### src/hdl/assert_macros.svh
// Assertion macros shared by the RTL files.
// Each macro checks on the rising edge of clk_i and is disabled while rst_ni is low.
`ifndef ASSERT_MACROS_SVH
`define ASSERT_MACROS_SVH
`ifndef SYNTH
// The consequent must hold in the same cycle as the antecedent.
`define ASSERT_SAME(lbl, ante, cons) \
  lbl: assert property (@(posedge clk_i) disable iff (!rst_ni) (ante) |-> (cons)) \
    else $error("assertion failed");
// The consequent must hold in the cycle after the antecedent.
`define ASSERT_NEXT(lbl, ante, cons) \
  lbl: assert property (@(posedge clk_i) disable iff (!rst_ni) (ante) |=> (cons)) \
    else $error("assertion failed");
`else
`define ASSERT_SAME(lbl, ante, cons)
`define ASSERT_NEXT(lbl, ante, cons)
`endif
`endif

### src/hdl/rgbhsv_pkg.sv
`timescale 1ns / 1ps
package rgbhsv_pkg;

  // Field widths.
  localparam int unsigned ChanW    = 8;
  localparam int unsigned HueW     = 15;
  localparam int unsigned SectorW  = 3;

  // The hue divider produces 12 quotient bits and the saturation divider 8.
  localparam int unsigned HueQW    = 12;
  localparam int unsigned HueRemW  = 20;
  localparam int unsigned SatQW    = 8;
  localparam int unsigned SatRemW  = 16;
  localparam int unsigned DivSteps = HueQW;
  localparam int unsigned SatStart = DivSteps - SatQW;

  // 60 degrees in units of 1/64 degree.
  localparam logic [HueW-1:0] HueSector = 15'd3840;

  // Sector codes, by the channel that holds the maximum.
  localparam logic [SectorW-1:0] SecRed     = 3'd0;
  localparam logic [SectorW-1:0] SecGreen   = 3'd2;
  localparam logic [SectorW-1:0] SecBlue    = 3'd4;
  localparam logic [SectorW-1:0] SecRedWrap = 3'd6;

  // One stage of the shared divider pipeline.
  typedef struct packed {
    logic [HueRemW-1:0] hrem;
    logic [ChanW-1:0]   hdiv;
    logic [HueQW-1:0]   hq;
    logic [SatRemW-1:0] srem;
    logic [ChanW-1:0]   sdiv;
    logic [SatQW-1:0]   sq;
    logic [SectorW-1:0] sector;
    logic               neg;
    logic               gray;
    logic               black;
    logic [ChanW-1:0]   value;
  } div_stage_t;

endpackage

### src/hdl/rgbhsv_if.sv
`timescale 1ns / 1ps
// RGB pixel channel.
interface rgbhsv_rgb_if;
  import rgbhsv_pkg::*;
  logic             valid;
  logic             ready;
  logic [ChanW-1:0] red;
  logic [ChanW-1:0] green;
  logic [ChanW-1:0] blue;
  modport source (output valid, output red, output green, output blue, input ready);
  modport sink (input valid, input red, input green, input blue, output ready);
endinterface

// HSV pixel channel.
interface rgbhsv_hsv_if;
  import rgbhsv_pkg::*;
  logic             valid;
  logic             ready;
  logic [HueW-1:0]  hue;
  logic [ChanW-1:0] saturation;
  logic [ChanW-1:0] value;
  modport source (output valid, output hue, output saturation, output value, input ready);
  modport sink (input valid, input hue, input saturation, input value, output ready);
endinterface

### src/hdl/rgb_to_hsv_converter.sv
`timescale 1ns / 1ps
// Channel   Direction  Fields
// pix_in    in         red[7:0], green[7:0], blue[7:0]
// pix_out   out        hue[14:0], saturation[7:0], value[7:0]
//
// One pixel is accepted per cycle while the output is not stalled. The hue divider resolves
// one quotient bit per stage over 12 stages; the saturation divider runs in the last 8 of
// those stages.
// Reset clears all valid bits; the data registers are not reset.
// When the output register holds a result that is not taken, every stage holds.
`include "assert_macros.svh"

module rgb_to_hsv_converter (
  input logic          clk_i,
  input logic          rst_ni,
  rgbhsv_rgb_if.sink   pix_in,
  rgbhsv_hsv_if.source pix_out
);
  import rgbhsv_pkg::*;

  logic advance;

  // Stage 1: maximum, minimum and hue numerator operands.
  logic [ChanW-1:0]   s1_mx_d, s1_mn_d, s1_p_d, s1_q_d;
  logic [SectorW-1:0] s1_sector_d;
  logic [ChanW-1:0]   s1_mx_q, s1_mn_q, s1_p_q, s1_q_q;
  logic [SectorW-1:0] s1_sector_q;
  logic               s1_valid_q;
  logic               blue_max, green_max;

  // Stage 2 and the divider stages.
  div_stage_t             st_q [DivSteps+1];
  div_stage_t             st_d [DivSteps+1];
  logic [DivSteps:0]      st_valid_q;
  logic [ChanW-1:0]       delta;
  logic [ChanW-1:0]       nabs;
  logic                   neg;

  // Output register.
  logic             out_valid_q;
  logic [HueW-1:0]  hue_d, hue_q, hue_base;
  logic [ChanW-1:0] sat_d, sat_q, val_q;

  // The whole pipeline moves unless a finished result is waiting.
  assign advance      = !out_valid_q || pix_out.ready;
  assign pix_in.ready = advance;

  // Pick the maximum channel; blue wins ties over green, green over red.
  always_comb begin
    blue_max  = (pix_in.blue >= pix_in.red) && (pix_in.blue >= pix_in.green);
    green_max = !blue_max && (pix_in.green >= pix_in.red);
    if (blue_max) begin
      s1_mx_d = pix_in.blue;
      s1_p_d = pix_in.red;
      s1_q_d = pix_in.green;
      s1_sector_d = SecBlue;
    end else if (green_max) begin
      s1_mx_d = pix_in.green;
      s1_p_d = pix_in.blue;
      s1_q_d = pix_in.red;
      s1_sector_d = SecGreen;
    end else begin
      s1_mx_d = pix_in.red;
      s1_p_d = pix_in.green;
      s1_q_d = pix_in.blue;
      s1_sector_d = SecRed;
    end
    if (pix_in.red <= pix_in.green) begin
      s1_mn_d = (pix_in.red <= pix_in.blue) ? pix_in.red : pix_in.blue;
    end else begin
      s1_mn_d = (pix_in.green <= pix_in.blue) ? pix_in.green : pix_in.blue;
    end
  end

  always_ff @(posedge clk_i or negedge rst_ni) begin
    if (!rst_ni) begin
      s1_valid_q <= 1'b0;
    end else if (advance) begin
      s1_valid_q <= pix_in.valid;
    end
  end

  always_ff @(posedge clk_i) begin
    if (advance) begin
      s1_mx_q     <= s1_mx_d;
      s1_mn_q     <= s1_mn_d;
      s1_p_q      <= s1_p_d;
      s1_q_q      <= s1_q_d;
      s1_sector_q <= s1_sector_d;
    end
  end

  // Stage 2: delta, numerator sign and magnitude, and both dividends.
  // 3840 * n is formed as (n << 12) - (n << 8), 255 * delta as (delta << 8) - delta.
  always_comb begin
    delta = s1_mx_q - s1_mn_q;
    neg   = s1_p_q < s1_q_q;
    nabs  = neg ? (s1_q_q - s1_p_q) : (s1_p_q - s1_q_q);
    st_d[0].hrem   = (HueRemW'(nabs) << 12) - (HueRemW'(nabs) << 8);
    st_d[0].hdiv   = delta;
    st_d[0].hq     = '0;
    st_d[0].srem   = (SatRemW'(delta) << 8) - SatRemW'(delta);
    st_d[0].sdiv   = s1_mx_q;
    st_d[0].sq     = '0;
    st_d[0].sector = (s1_sector_q == SecRed && neg) ? SecRedWrap : s1_sector_q;
    st_d[0].neg    = neg;
    st_d[0].gray   = (delta == '0);
    st_d[0].black  = (s1_mx_q == '0);
    st_d[0].value  = s1_mx_q;
  end

  // Restoring division, one quotient bit per stage, most significant first.
  for (genvar k = 0; k < DivSteps; k++) begin : g_div
    localparam int unsigned Bit = DivSteps - 1 - k;
    logic [HueRemW-1:0] hsub;
    logic [SatRemW-1:0] ssub;
    logic               hge, sge;

    always_comb begin
      st_d[k+1] = st_q[k];
      hsub = HueRemW'(st_q[k].hdiv) << Bit;
      hge  = st_q[k].hrem >= hsub;
      if (hge) begin
        st_d[k+1].hrem = st_q[k].hrem - hsub;
      end
      st_d[k+1].hq[Bit] = hge;
      ssub = SatRemW'(st_q[k].sdiv) << (Bit % SatQW);
      sge  = (k >= SatStart) && (st_q[k].srem >= ssub);
      if (sge) begin
        st_d[k+1].srem = st_q[k].srem - ssub;
      end
      if (k >= SatStart) begin
        st_d[k+1].sq[Bit % SatQW] = sge;
      end
    end
  end

  always_ff @(posedge clk_i or negedge rst_ni) begin
    if (!rst_ni) begin
      st_valid_q <= '0;
    end else if (advance) begin
      st_valid_q <= {st_valid_q[DivSteps-1:0], s1_valid_q};
    end
  end

  always_ff @(posedge clk_i) begin
    if (advance) begin
      for (int i = 0; i <= DivSteps; i++) begin
        st_q[i] <= st_d[i];
      end
    end
  end

  // Output stage: sector base plus or minus the hue quotient, or zero hue for a gray pixel.
  always_comb begin
    hue_base = HueW'(st_q[DivSteps].sector) * HueSector;
    if (st_q[DivSteps].gray) begin
      hue_d = '0;
    end else if (st_q[DivSteps].neg) begin
      hue_d = hue_base - HueW'(st_q[DivSteps].hq);
    end else begin
      hue_d = hue_base + HueW'(st_q[DivSteps].hq);
    end
    sat_d = st_q[DivSteps].black ? '0 : st_q[DivSteps].sq;
  end

  always_ff @(posedge clk_i or negedge rst_ni) begin
    if (!rst_ni) begin
      out_valid_q <= 1'b0;
    end else if (advance) begin
      out_valid_q <= st_valid_q[DivSteps];
    end
  end

  always_ff @(posedge clk_i) begin
    if (advance) begin
      hue_q <= hue_d;
      sat_q <= sat_d;
      val_q <= st_q[DivSteps].value;
    end
  end

  assign pix_out.valid      = out_valid_q;
  assign pix_out.hue        = hue_q;
  assign pix_out.saturation = sat_q;
  assign pix_out.value      = val_q;

  // A transfer always lands in stage 1.
  `ASSERT_NEXT(a_in_to_s1, pix_in.valid && pix_in.ready, s1_valid_q)
  // Zero saturation means a gray pixel, whose hue is zero.
  `ASSERT_SAME(a_gray_hue, out_valid_q && sat_q == '0, hue_q == '0)
  // Hue stays below 360 degrees.
  `ASSERT_SAME(a_hue_range, out_valid_q, hue_q < 15'd23040)
  // The final hue remainder is below the divisor.
  `ASSERT_SAME(a_hue_rem, st_valid_q[DivSteps] && !st_q[DivSteps].gray,
               st_q[DivSteps].hrem < HueRemW'(st_q[DivSteps].hdiv))
  // The final saturation remainder is below the divisor.
  `ASSERT_SAME(a_sat_rem, st_valid_q[DivSteps] && !st_q[DivSteps].black,
               st_q[DivSteps].srem < SatRemW'(st_q[DivSteps].sdiv))

endmodule
### src/flat_wrapper.sv
// flat-port wrapper written by rule: the top's interface ports become plain ports
module rgb_to_hsv_converter_flat import rgbhsv_pkg::*;
  (clk_i, rst_ni, pix_in_valid, pix_in_red, pix_in_green, pix_in_blue, pix_in_ready, pix_out_valid, pix_out_hue, pix_out_saturation, pix_out_value, pix_out_ready);
  rgbhsv_rgb_if pix_in_i ();
  rgbhsv_hsv_if pix_out_i ();
  input logic clk_i;
  input logic rst_ni;
  input wire logic [$bits(pix_in_i.valid)-1:0] pix_in_valid;
  input wire logic [$bits(pix_in_i.red)-1:0] pix_in_red;
  input wire logic [$bits(pix_in_i.green)-1:0] pix_in_green;
  input wire logic [$bits(pix_in_i.blue)-1:0] pix_in_blue;
  output wire logic [$bits(pix_in_i.ready)-1:0] pix_in_ready;
  output wire logic [$bits(pix_out_i.valid)-1:0] pix_out_valid;
  output wire logic [$bits(pix_out_i.hue)-1:0] pix_out_hue;
  output wire logic [$bits(pix_out_i.saturation)-1:0] pix_out_saturation;
  output wire logic [$bits(pix_out_i.value)-1:0] pix_out_value;
  input wire logic [$bits(pix_out_i.ready)-1:0] pix_out_ready;
  assign pix_in_i.valid = pix_in_valid;
  assign pix_in_i.red = pix_in_red;
  assign pix_in_i.green = pix_in_green;
  assign pix_in_i.blue = pix_in_blue;
  assign pix_in_ready = pix_in_i.ready;
  assign pix_out_valid = pix_out_i.valid;
  assign pix_out_hue = pix_out_i.hue;
  assign pix_out_saturation = pix_out_i.saturation;
  assign pix_out_value = pix_out_i.value;
  assign pix_out_i.ready = pix_out_ready;
  rgb_to_hsv_converter u_core (.clk_i(clk_i), .rst_ni(rst_ni), .pix_in(pix_in_i), .pix_out(pix_out_i));
endmodule
### config.mk
export PLATFORM = sky130hd
export DESIGN_NAME = rgb_to_hsv_converter_flat
export DESIGN_NICKNAME = d
export VERILOG_FILES = /design/src/hdl/rgbhsv_pkg.sv /design/src/hdl/rgbhsv_if.sv /design/src/hdl/rgb_to_hsv_converter.sv /design/src/flat_wrapper.sv
export VERILOG_INCLUDE_DIRS = /design/src /design/src/hdl
export SDC_FILE = /design/constraint.sdc
export NUM_CORES = 1
export LEC_CHECK = 0
export BUFFER_PORTS_ARGS = -buffer_cell sky130_fd_sc_hd__clkbuf_2
export CORE_MARGIN = 2
export CORE_UTILIZATION = 65
export DETAILED_ROUTE_END_ITERATION = 12
export PLACE_DENSITY = 0.86
export SKIP_CTS_REPAIR_TIMING = 1
export SLEW_MARGIN = 20
export SYNTH_ARGS = -nofsm -noshare
export SYNTH_HDL_FRONTEND = slang
export SYNTH_SLANG_ARGS = --single-unit
### constraint.sdc
create_clock -name clk_i -period 110 [get_ports clk_i]
set_input_delay 22 -clock clk_i [delete_from_list [all_inputs] [get_ports clk_i]]
set_output_delay 22 -clock clk_i [all_outputs]
set_load 0.05 [all_outputs]
; After elaboration in Yosys (flattened, before gate mapping)
; Memories as Yosys holds them, arrays and structs flattened.
; Cells that the tools add are included.
; W data, S select, Z words.
[op_classes]
order_cmp = 27
muxes = 35
reduce_logical = 9
addsub = 27
mul = 1
[ops]
columns = cell, n
row1 = $mux W20, 12
row2 = $mux W16, 8
row3 = $mux W8, 10
row4 = $sub A20 B16 Y20, 2
row5 = $sub A16 B8 Y16, 2
row6 = $ge A8 B8 Y1, 3
row7 = $le A8 B8 Y1, 3
row8 = $sub A8 B8 Y8, 3
row9 = $ge A20 B10 Y1, 1
row10 = $ge A20 B11 Y1, 1
row11 = $ge A20 B12 Y1, 1
row12 = $ge A20 B13 Y1, 1
row13 = $ge A20 B14 Y1, 1
row14 = $ge A20 B15 Y1, 1
row15 = $ge A20 B16 Y1, 1
row16 = $ge A20 B17 Y1, 1
row17 = $ge A20 B18 Y1, 1
row18 = $ge A20 B19 Y1, 1
row19 = $ge A20 B8 Y1, 1
row20 = $ge A20 B9 Y1, 1
row21 = $sub A20 B10 Y20, 1
row22 = $sub A20 B11 Y20, 1
row23 = $sub A20 B12 Y20, 1
row24 = $sub A20 B13 Y20, 1
row25 = other kinds (35), 40
[word_totals]
n_memories = 1
in_bits = 28
out_inout_bits = 33
reg_bits = 81
wordCells = 111
ram_bits = 1118
[memory_table]
columns = name, depth, word_bits, read_ports, rd_clocked_by_memory_dff, write_ports, line_no
row1 = u_core.st_q, 13, 86, 13, 0, 13, rgb_to_hsv_converter.sv:32  ; div_stage_t st_q [DivSteps+1];

; Depth between registers and ports, before layout
; Gate-level depths: netlist (run 1).
[logic_depth]
ltp_word = 6
depth_mapped = 18
ltp_nobuf = 18

; Least setup slack after synthesis (run 1)
; OpenSTA, ideal clock, no wires.
[synth_timing]
path_kind = input -> output
from = in pix_out_ready
to = out pix_in_ready
cell_stages = 3
t_arrival_ps = 44354
path_slack_ps = 43646
path_cell_list = nand2b_1 clkbuf_1 buf_1
[synth_via]
elab_chain_len = 1
[synth_lines]
columns = item, line_no
row1 = from (decl), flat_wrapper.sv:17  ; input wire logic [$bits(pix_out_i.ready)-1:0] pix_out_ready;
row2 = $logic_or A1 B1 Y1, rgb_to_hsv_converter.sv:45  ; assign advance = !out_valid_q || pix_out.ready;
row3 = to (decl), flat_wrapper.sv:12  ; output wire logic [$bits(pix_in_i.ready)-1:0] pix_in_ready;
; No other way between the ends.

; Final worst setup path (run 1)
; Ends and elaborated chain as after synthesis.

==> results of run 1 <==
## metal layers
| layer | track usage, % | share of wire [%] |
|---|---|---|
| met4 | 11.3 | 3.9 |
| met3 | 3.65 | 4.7 |
| met2 | 44.0 | 55 |
| met1 | 24.3 | 37 |
| met5 | 0 | 0 |
## final timing paths
check                                     from  slack [ns]  cells past startpoint                    to
max                              pix_out_ready       64.95                      3          pix_in_ready
min                        u_core.st_q[0][281]        0.40                      0    u_core.st_q[1][23]
max reg2reg                   u_core.s1_p_q[5]      105.58                     13    u_core.st_q[0][84]
min reg2reg                u_core.st_q[0][281]        0.40                      0    u_core.st_q[1][23]
max in group asynchronous               rst_ni       88.45                      1  u_core.st_valid_q[9]
min in group asynchronous               rst_ni       21.28                      1  u_core.st_valid_q[1]
## worst max-delay path: stages
cell and delay (ns):
sky130_fd_sc_hd__clkbuf_2 0.08, sky130_fd_sc_hd__nand2b_4 0.52, sky130_fd_sc_hd__clkbuf_2 0.41
## stage by stage
| step | worst slack [ns] | hold slack (ns) | cell area [um^2] | cells | utilization [%] |
|---|---|---|---|---|---|
| 3_3_place_gp | 64.94 | 0.400 | 39100 | 3695 | 67.8 |
| 5_1_grt | 64.87 | 0.418 | 41700 | 3839 | 72.3 |
| 6_report | 64.95 | 0.403 | 41700 | 3839 | 72.3 |
| 3_5_place_dp | 64.94 | 0.405 | 39100 | 3695 | 67.8 |
| 2_1_floorplan | 43.65 | 0.400 | 37900 | 2902 | - |
| 4_1_cts | 64.93 | 0.408 | 41700 | 3839 | 72.3 |
## layout by cell type (no fill, tap or decap), types with 24 or more instances in the layout
master and n:
sky130_fd_sc_hd__edfxtp_1 796, sky130_fd_sc_hd__inv_1 325, sky130_fd_sc_hd__ha_1 224, sky130_fd_sc_hd__nor2_1 189, sky130_fd_sc_hd__nand2_1 180, sky130_fd_sc_hd__o21ai_0 160
sky130_fd_sc_hd__a21oi_1 142, sky130_fd_sc_hd__xor2_1 87, sky130_fd_sc_hd__xnor2_1 85, sky130_fd_sc_hd__clkbuf_16 79, sky130_fd_sc_hd__clkbuf_2 60, sky130_fd_sc_hd__nor2b_1 58
sky130_fd_sc_hd__nor3_1 54, sky130_fd_sc_hd__a21o_1 42, sky130_fd_sc_hd__o31ai_1 38, sky130_fd_sc_hd__nand2b_1 38, sky130_fd_sc_hd__mux2_2 32, sky130_fd_sc_hd__a211oi_1 31
sky130_fd_sc_hd__a21boi_0 30, sky130_fd_sc_hd__nand3_1 26, sky130_fd_sc_hd__nand4_1 26, sky130_fd_sc_hd__or3_1 25, sky130_fd_sc_hd__clkinv_1 25, sky130_fd_sc_hd__nor4_1 24
## flip-flops by register name (all words and copies together), names as in the netlist
| signal | cells |
|---|---|
| u_core.pix_out.hue | 15 |
| u_core.pix_out.saturation | 8 |
| u_core.pix_out.valid | 1 |
| u_core.pix_out.value | 8 |
| u_core.s1_mn_q | 8 |
| u_core.s1_mx_q | 8 |
| u_core.s1_p_q | 8 |
| u_core.s1_q_q | 8 |
| u_core.s1_sector_q | 2 |
| u_core.s1_valid_q | 1 |
| u_core.st_q | 731 |
| u_core.st_valid_q | 13 |
## final cells by class
cell class,instances,area [um^2]
clock buffer,89,2010
tap,765,957
fill,3465,16000
timing repair buffer,76,449
clock inverter,55,576
inverter,326,1220
multi-input combinational,1717,12200
sequential,811,24300
## cell families after synthesis
kind of cell | Yosys count
adder cells (fa/ha/maj) | 246
XOR/XNOR | 172
flip-flops | 811
AO/OA/AOI/OAI | 547
buffers and inverters | 374
AND/OR/NAND/NOR | 705
multiplexers | 47
==> results.md, run 1 <==
- Ranking of synthesized cells by area: sky130_fd_sc_hd__edfxtp_1, sky130_fd_sc_hd__ha_1, sky130_fd_sc_hd__inv_1, sky130_fd_sc_hd__o21ai_0, sky130_fd_sc_hd__xor2_1
- Via count normalized by instance count: roughly 5.9
- Antenna diodes: 0
- Portion of the post-synthesis area used by sequential elements: 64.1%
- Number of remaining DRC errors: 0
- Setup repair after global routing missed its margin: no
- Placed wire-length estimate: 44.4 mm
- Post-DR wirelength/cell: 17.8 um
- Slew HR: 28.2%
- CP endpoint kind: primary output
- Net count after synthesis: 3176
- CORE AREA: 0.0577 mm^2
- Count of TritonRoute iterations in the first routing pass: 6
- Clock tree from TritonCTS: built
- Commonest register cell after synthesis: sky130_fd_sc_hd__edfxtp_1
- Data arrival time at the worst-slack endpoint: 23.05 ns
- EDFF count, synth: 796
- Clock Sink Count: 811
- Floorplan die width: 245 um
- Max-slew violation count: 0
- CTS root buf: sky130_fd_sc_hd__clkbuf_16
- Largest net degree at the start of global routing: 202
- Setup skew after layout: roughly 0.022 ns
- Area share of the leading cell type in the synthesized netlist: 63.1%
- CTS max path bufs: 3
- Mean Syn Cell Area: approximately 13 um^2
- Min cycle time layout: 45.05 ns
- Critical Path Source Type: primary input
- Maximum Capacitance Violations: 0
- Dominant combinational cell family by area after synthesis: simple AND/OR/NAND/NOR gates
- Final count of hold timing violations: 0
- Xor/xnor share of the synthesized area: 3.98%
- Die area: ~0.06 mm^2
- Total via count in the routed design: about 22000
- Die extent in y: 245 um
- GRT overflow: 0
- Share of cells above drive strength 1: 8.13%
- Post-DRT Antenna Nets: 0
- Number of global-route vias before repair: ~23000
- Routability cong.: 0.872
- Worst-Margin Slew: ~1.1 ns
- Quantity of I/O buffers inserted on ports: 60
- TritonCTS Buffers: 79
- Setup TNS: 0 ns
- Library cell occupying the most area in the post-synthesis netlist: sky130_fd_sc_hd__edfxtp_1
- Wirelength, routed: 68.3 mm
- Simple-gate share of the synthesized area: a little under a tenth
- Biggest fanout along the worst timing path: 45
- Overall global routing resource usage: 23.0%
- Path type of the worst min-delay path: reg -> reg
- Share of cell area taken by muxes after synthesis: 1.35%
- Area growth from synthesis to layout: 10.2%
- Number of antenna violations at the first check in global routing: 0
- Starting density of the core: 65.7%
- Endpoint required time on the critical path: 88.00 ns
- Area of the mapped netlist: 0.0379 mm^2
- Final cycle utilization of the critical path: between 40 and 50%
- Count of yosys warnings during synthesis: 0
- Count leader, synth: sky130_fd_sc_hd__edfxtp_1
- Number of placement rows: 88
- Adder-Cell Fraction of Synth Area: between 8 and 9%
- Number of library cell types mapped by synthesis: 81
- Clock transition time at the flip-flop clock pins of the worst setup and hold paths: 0.07 ns
- Share of the synthesized area in compound gates (AO/OA/AOI/OAI): under 10%
- FMAX: about 0.022 GHz
- Top post-synthesis cells by count: sky130_fd_sc_hd__edfxtp_1, sky130_fd_sc_hd__inv_1, sky130_fd_sc_hd__ha_1
- Result of the run: finished, final reports clean
- Final-report setup violation count: 0
- H-Tree Depth: 3
- Total I/O pin count: 61
- Cells after synthesis: 2902
- Drt initial violations: 1657
- Fraction of synthesis flops using an asynchronous set or reset pin: approximately 1.8%
- Nets: about 3300
- Critical path class: in -> out
- Seq cells post-synth: 811
- First-pass GRT wire length: 111 mm
- Insertion delay of the later-clocked pin in the worst-skew pair: 0.63 ns
Power of run 1 is not shown: default switching activity piles up to over one toggle a cycle in this logic, so the estimate is an artifact.
==> inputs of run 2 (changes only) <==
- ABC_AREA: default -> 1
- CORE_UTILIZATION: 65 -> 63
- PLACE_DENSITY: 0.86 -> 0.84
- clock period: 110 -> 44.3 ns (I/O delays scaled with it)
==> results.md, run 2 <==
- Clock tree from TritonCTS: built
- Setup repair after global routing missed its margin: no
- Number of library cell types mapped by synthesis: 67 (-17%)
- Cell total after placement: 4286 (+16%)
- Critical Path Source Type: primary input
- Commonest register cell after synthesis: sky130_fd_sc_hd__edfxtp_1
- Max-slew violation count: 0 (unchanged)
- Area of the mapped netlist: 0.0391 mm^2 (+3.3%)
- Routability cong.: 0.890 (+2.1%)
- Worst-Margin Slew: 1.05 ns (-0.0238 ns)
- Cells after synthesis: 3425 (+18%)
- CP endpoint kind: primary output
- Flop-to-flop setup slack: 40.29 ns (-65.29 ns)
- Insertion delay of the later-clocked pin in the worst-skew pair: 0.63 ns (about the same)
- DP Worst Slack: 25.23 ns (-39.71 ns)
- Count leader, synth: sky130_fd_sc_hd__edfxtp_1
- Die area: 0.0641 mm^2 (+6.5%)
- Final-report setup violation count: 0 (unchanged)
- EDFF count, synth: 796 (unchanged)
- Net count after synthesis: 3699 (+16%)
- Maximum Capacitance Violations: 0 (unchanged)
- Slew HR: 30.0% (+1.8 points)
- Quantity of I/O buffers inserted on ports: 60 (unchanged)
- Final cycle utilization of the critical path: around 43%
- Drt initial violations: 1604 (-3.2%)
- Number of global-route vias before repair: 24200 (+5.2%)
- Endpoint required time on the critical path: 35.44 ns (-52.56 ns)
- Wirelength, routed: 68.9 mm (+0.74%)
- Seq cells post-synth: 811 (unchanged)
- Setup skew after layout: 0.0283 ns (+0.00656 ns)
- Post-DR wirelength/cell: 15.5 um (-13%)
- Data arrival time at the worst-slack endpoint: 10.18 ns (-12.87 ns)
- Overall global routing resource usage: 21.9% (-1.0 points)
- Floorplan die width: 253 um (+3.2%)
- Nets: 3808 (+16%)
- Area growth from synthesis to layout: 9.64%
- CTS root buf: sky130_fd_sc_hd__clkbuf_16
- Total via count in the routed design: 24200 (+7.8%)
- CTS max path bufs: 3 (unchanged)
- Die extent in y: 253 um (+3.2%)
- Largest net degree at the start of global routing: 216 (+6.9%)
- Ranking of synthesized cells by area: sky130_fd_sc_hd__edfxtp_1, sky130_fd_sc_hd__ha_1, sky130_fd_sc_hd__inv_1, sky130_fd_sc_hd__nand2_1, sky130_fd_sc_hd__a21oi_1
- Most common library cell in the layout ignoring fill and taps: sky130_fd_sc_hd__edfxtp_1
- Number of flip-flops under the largest register name: 731 (unchanged)
- Path type of the worst min-delay path: reg -> reg
- Min cycle time layout: 19.04 ns
- Count of yosys warnings during synthesis: 0 (unchanged)
- TritonCTS Buffers: 82 (+3.8%)
- Portion of the post-synthesis area used by sequential elements: 62.0% (-2.0 points)
- Antenna diodes: 0 (unchanged)
- GRT overflow: 0 (unchanged)
- Result of the run: finished, final reports clean
- FMAX: 0.0525 GHz
- Placed wire-length estimate: 46.2 mm (+4.1%)
- Clock transition time at the flip-flop clock pins of the worst setup and hold paths: 0.06 ns (about the same)
- CORE AREA: 0.0616 mm^2 (+6.8%)
- Top post-synthesis cells by count: sky130_fd_sc_hd__edfxtp_1, sky130_fd_sc_hd__inv_1, sky130_fd_sc_hd__nand2_1
- Biggest fanout along the worst timing path: 80 (+78%)
- Total I/O pin count: 61 (unchanged)
- Placed inst area: 0.0403 mm^2 (+3.1%)
- Setup slack after layout: 25.26 ns (-39.69 ns)
- Critical path class: in -> out
- Commonest non-fill, non-tap cells in the layout: sky130_fd_sc_hd__edfxtp_1, sky130_fd_sc_hd__inv_1, sky130_fd_sc_hd__nand2_1, sky130_fd_sc_hd__nor2_1, sky130_fd_sc_hd__a21oi_1
- Number of placement rows: 91 (+3.4%)
- Via count normalized by instance count: 5.47 (-6.6%)
- Post-route insts no fill: 4431 (+15%)
- Number of remaining DRC errors: 0 (unchanged)
- Setup TNS: 0 ns (unchanged)
- Fraction of synthesis flops using an asynchronous set or reset pin: 1.85% (unchanged)
- Final design area excluding fillers: 0.0429 mm^2 (+2.8%)
- Filler Cell Count: 4169 (+20%)
- Post-DRT Antenna Nets: 0 (unchanged)
- Area share of the leading cell type in the synthesized netlist: 61.1% (-2.0 points)
- First-pass GRT wire length: 113 mm (+2.1%)
- Most flop-heavy register: u_core.st_q
- Mean Syn Cell Area: 11.4 um^2 (-12%)
- Count of TritonRoute iterations in the first routing pass: 5 (-1)
- Share of cells above drive strength 1: 7.15% (-0.98 points)
- Final count of hold timing violations: 0 (unchanged)
- Clock Sink Count: 811 (unchanged)
- Number of antenna violations at the first check in global routing: 0 (unchanged)
- Starting density of the core: 63.5% (-2.1 points)
- Library cell occupying the most area in the post-synthesis netlist: sky130_fd_sc_hd__edfxtp_1
- H-Tree Depth: 3 (unchanged)
run 2: cell count changes after synthesis, sizes merged, moves of 39 or more:
cell / before / now
nand2: 181 / 511
inv: 325 / 506
a21oi: 142 / 263
nor2: 190 / 282
nand3: 26 / 110
nor2b: 59 / 1
nand2b: 39 / 0
o21ai: 167 / 206
run 2: per-stage QoR:
stage               hold WS (ns)  util (%)
detailed placement         0.405      65.5
global placement           0.400      65.5
global route               0.415      69.7
finish                     0.410      69.7
floorplan                  0.400         -
CTS                        0.404      69.6
run 2: cell families after synthesis:
kind of cell	share of synthesized area, %
flops	62.0
mux	0.0575
buf+inv	5.49
simple gates	11.8
compound gates	8.36
fa+ha+maj	8.29
xor+xnor	4.01
run 2: layer usage:
layer | part of all wire (%) | wire length (um) | GRT usage, % | vias up
met2 | 54 | 37400 | 42.1 | 645
li1 | - | - | - | 12100
met5 | 0 | 0 | 0 | -
met4 | 3.8 | 2630 | 10.4 | 0
met3 | 4.0 | 2720 | 3.06 | 202
met1 | 38 | 26100 | 23.5 | 11300
run 2: layout make-up:
cell class	count	area [um^2]	area share, %
Tap cell	837	1050	2.44
Clock inverter	39	357	0.831
Multi-Input combinational cell	2063	12700	29.6
Timing Repair Buffer	69	425	0.991
Clock buffer	105	2180	5.08
Inverter	507	1900	4.44
Sequential cell	811	24300	56.6
run 2: worst paths after layout:
check	endpoint	from	depth (start not counted)
setup / recovery	pix_in_ready	pix_out_ready	4
hold / removal	u_core.st_q[2][307]	u_core.st_q[2][221]	0
setup reg to reg	u_core.st_q[2][343]	u_core.pix_out.valid	4
hold reg to reg	u_core.st_q[2][307]	u_core.st_q[2][221]	0
max in group asynchronous	u_core.st_valid_q[7]	rst_ni	1
min in group asynchronous	u_core.s1_valid_q	rst_ni	1
run 2: worst max-delay path, cell delays in order:
cell	delay, ns
sky130_fd_sc_hd__clkbuf_2	0.08
sky130_fd_sc_hd__inv_1	0.05
sky130_fd_sc_hd__nand2_4	0.69
sky130_fd_sc_hd__clkbuf_2	0.45
Power of run 2 is left out for the same reason.
==> inputs of run 3 (changes only) <==
- ABC_AREA: 1 -> 0
- clock period: 44.3 -> 17.8 ns (I/O delays scaled with it)
==> results.md, run 3 (synthesized netlist as in run 1, its figures left out) <==
- Final cycle utilization of the critical path: 47.3%
- Worst-Margin Slew: 1.11 ns (+0.0620 ns)
- Setup repair after global routing missed its margin: no
- Clock transition time at the flip-flop clock pins of the worst setup and hold paths: 0.05 ns (about the same)
- Most common library cell in the layout ignoring fill and taps: sky130_fd_sc_hd__edfxtp_1
- Setup skew after layout: 0.0265 ns (-0.00179 ns)
- Post-DRT Antenna Nets: 0 (unchanged)
- Min cycle time layout: 8.42 ns
- FMAX: between 0.1 and 0.15 GHz
- Insertion delay of the later-clocked pin in the worst-skew pair: 0.62 ns (about the same)
- Quantity of I/O buffers inserted on ports: 60 (unchanged)
- CP endpoint kind: primary output
- Number of antenna violations at the first check in global routing: 0 (unchanged)
- Clock Sink Count: 811 (unchanged)
- Final count of hold timing violations: 0 (unchanged)
- Number of global-route vias before repair: 22800 (-5.7%)
- Total I/O pin count: 61 (unchanged)
- Endpoint required time on the critical path: 14.24 ns (-21.20 ns)
- Critical path class: in -> out
- Maximum Capacitance Violations: 0 (unchanged)
- Commonest non-fill, non-tap cells in the layout: sky130_fd_sc_hd__edfxtp_1, sky130_fd_sc_hd__inv_1, sky130_fd_sc_hd__ha_1, sky130_fd_sc_hd__nor2_1, sky130_fd_sc_hd__nand2_1
- Total via count in the routed design: 22100 (-8.8%)
- Die extent in y: 249 um (-1.6%)
- Sequential cell area: 0.0243 mm^2 (unchanged)
- Area taken by multi-input logic gates: 0.0122 mm^2 (-3.7%)
- Number of remaining DRC errors: 0 (unchanged)
- Setup TNS: 0 ns (unchanged)
- Share of cells above drive strength 1: 8.46% (+1.3 points)
- Via count normalized by instance count: 5.74 (+5.0%)
- Max-slew violation count: 0 (unchanged)
- Post-DR wirelength/cell: 16.8 um (+8.1%)
- Result of the run: finished, final reports clean
- Drt initial violations: 1405 (-12%)
- CORE AREA: 0.0592 mm^2 (-3.8%)
- Path type of the worst min-delay path: reg -> reg
- Number of flip-flops under the largest register name: 731 (unchanged)
- First-pass GRT wire length: 107 mm (-5.9%)
- Wirelength, routed: 64.6 mm (-6.1%)
- Overall global routing resource usage: 20.9% (-1.0 points)
- Nets: 3286 (-14%)
- CTS root buf: sky130_fd_sc_hd__clkbuf_16
- Slew HR: 25.9% (-4.1 points)
- Number of placement rows: 89 (-2.2%)
- TritonCTS Buffers: 81 (-1.2%)
- Area growth from synthesis to layout: 10.4%
- Placed wire-length estimate: 42.6 mm (-7.9%)
- Final-report setup violation count: 0 (unchanged)
- Floorplan die width: 249 um (-1.6%)
- Die area: 0.0621 mm^2 (-3.1%)
- Critical Path Source Type: primary input
- H-Tree Depth: 3 (unchanged)
- CTS max path bufs: 3 (unchanged)
- Largest net degree at the start of global routing: 211 (-2.3%)
- Starting density of the core: 64.0% (+0.42 points)
- Most flop-heavy register: u_core.st_q
- Data arrival time at the worst-slack endpoint: 4.86 ns (-5.32 ns)
- GRT overflow: 0 (unchanged)
- Antenna diodes: 0 (unchanged)
- Count of TritonRoute iterations in the first routing pass: 6 (+1)
- Filler Cell Count: 3625 (-13%)
- Routability cong.: 0.896 (+0.65%)
- Clock tree from TritonCTS: built
- Biggest fanout along the worst timing path: 73 (-8.8%)
[run 3: metal layers]
metal	wire (um)	share of wire, %	GRT usage [%]
met3	2510	3.9	2.92
met5	0	0	0
met2	35300	55	40.6
met4	2490	3.8	9.69
met1	24400	38	22.2
[run 3: final timing paths]
kind | startpoint | end | slack [ns] | cells past startpoint
worst max register to register | u_core.s1_p_q[5] | u_core.st_q[0][83] | 13.32 | 11
worst min-delay path | u_core.st_q[1][314] | u_core.st_q[2][56] | 0.41 | 0
max in group asynchronous | rst_ni | u_core.st_valid_q[12] | 14.68 | 1
worst max-delay path | pix_out_ready | pix_in_ready | 9.38 | 3
min in group asynchronous | rst_ni | u_core.st_valid_q[0] | 2.86 | 1
worst min register to register | u_core.st_q[1][314] | u_core.st_q[2][56] | 0.41 | 0
[run 3: final cells by class]
class	count	share of cell area, %
Timing Repair Buffer	75	1.06
Inverter	326	2.92
Sequential cell	811	58.0
Clock inverter	46	1.19
Clock buffer	99	5.21
Multi-Input combinational cell	1717	29.3
Tap cell	773	2.31
[run 3: worst max-delay path: stages]
cell and delay [ns]:
sky130_fd_sc_hd__clkbuf_2 0.08, sky130_fd_sc_hd__nand2b_4 0.74, sky130_fd_sc_hd__clkbuf_2 0.42
[run 3: per-stage QoR]
step	cells	cell area, um^2	hold WS, ns	setup WS [ns]	util [%]
after floorplan	2902	37900	0.400	0.276	-
after global placement	3701	39100	0.401	9.38	66.0
after detailed placement	3701	39100	0.405	9.35	66.0
after CTS	3846	41800	0.397	9.34	70.5
after global routing	3847	41800	0.404	9.28	70.6
final	3847	41800	0.406	9.38	70.6
Power of run 3 is left out for the same reason.
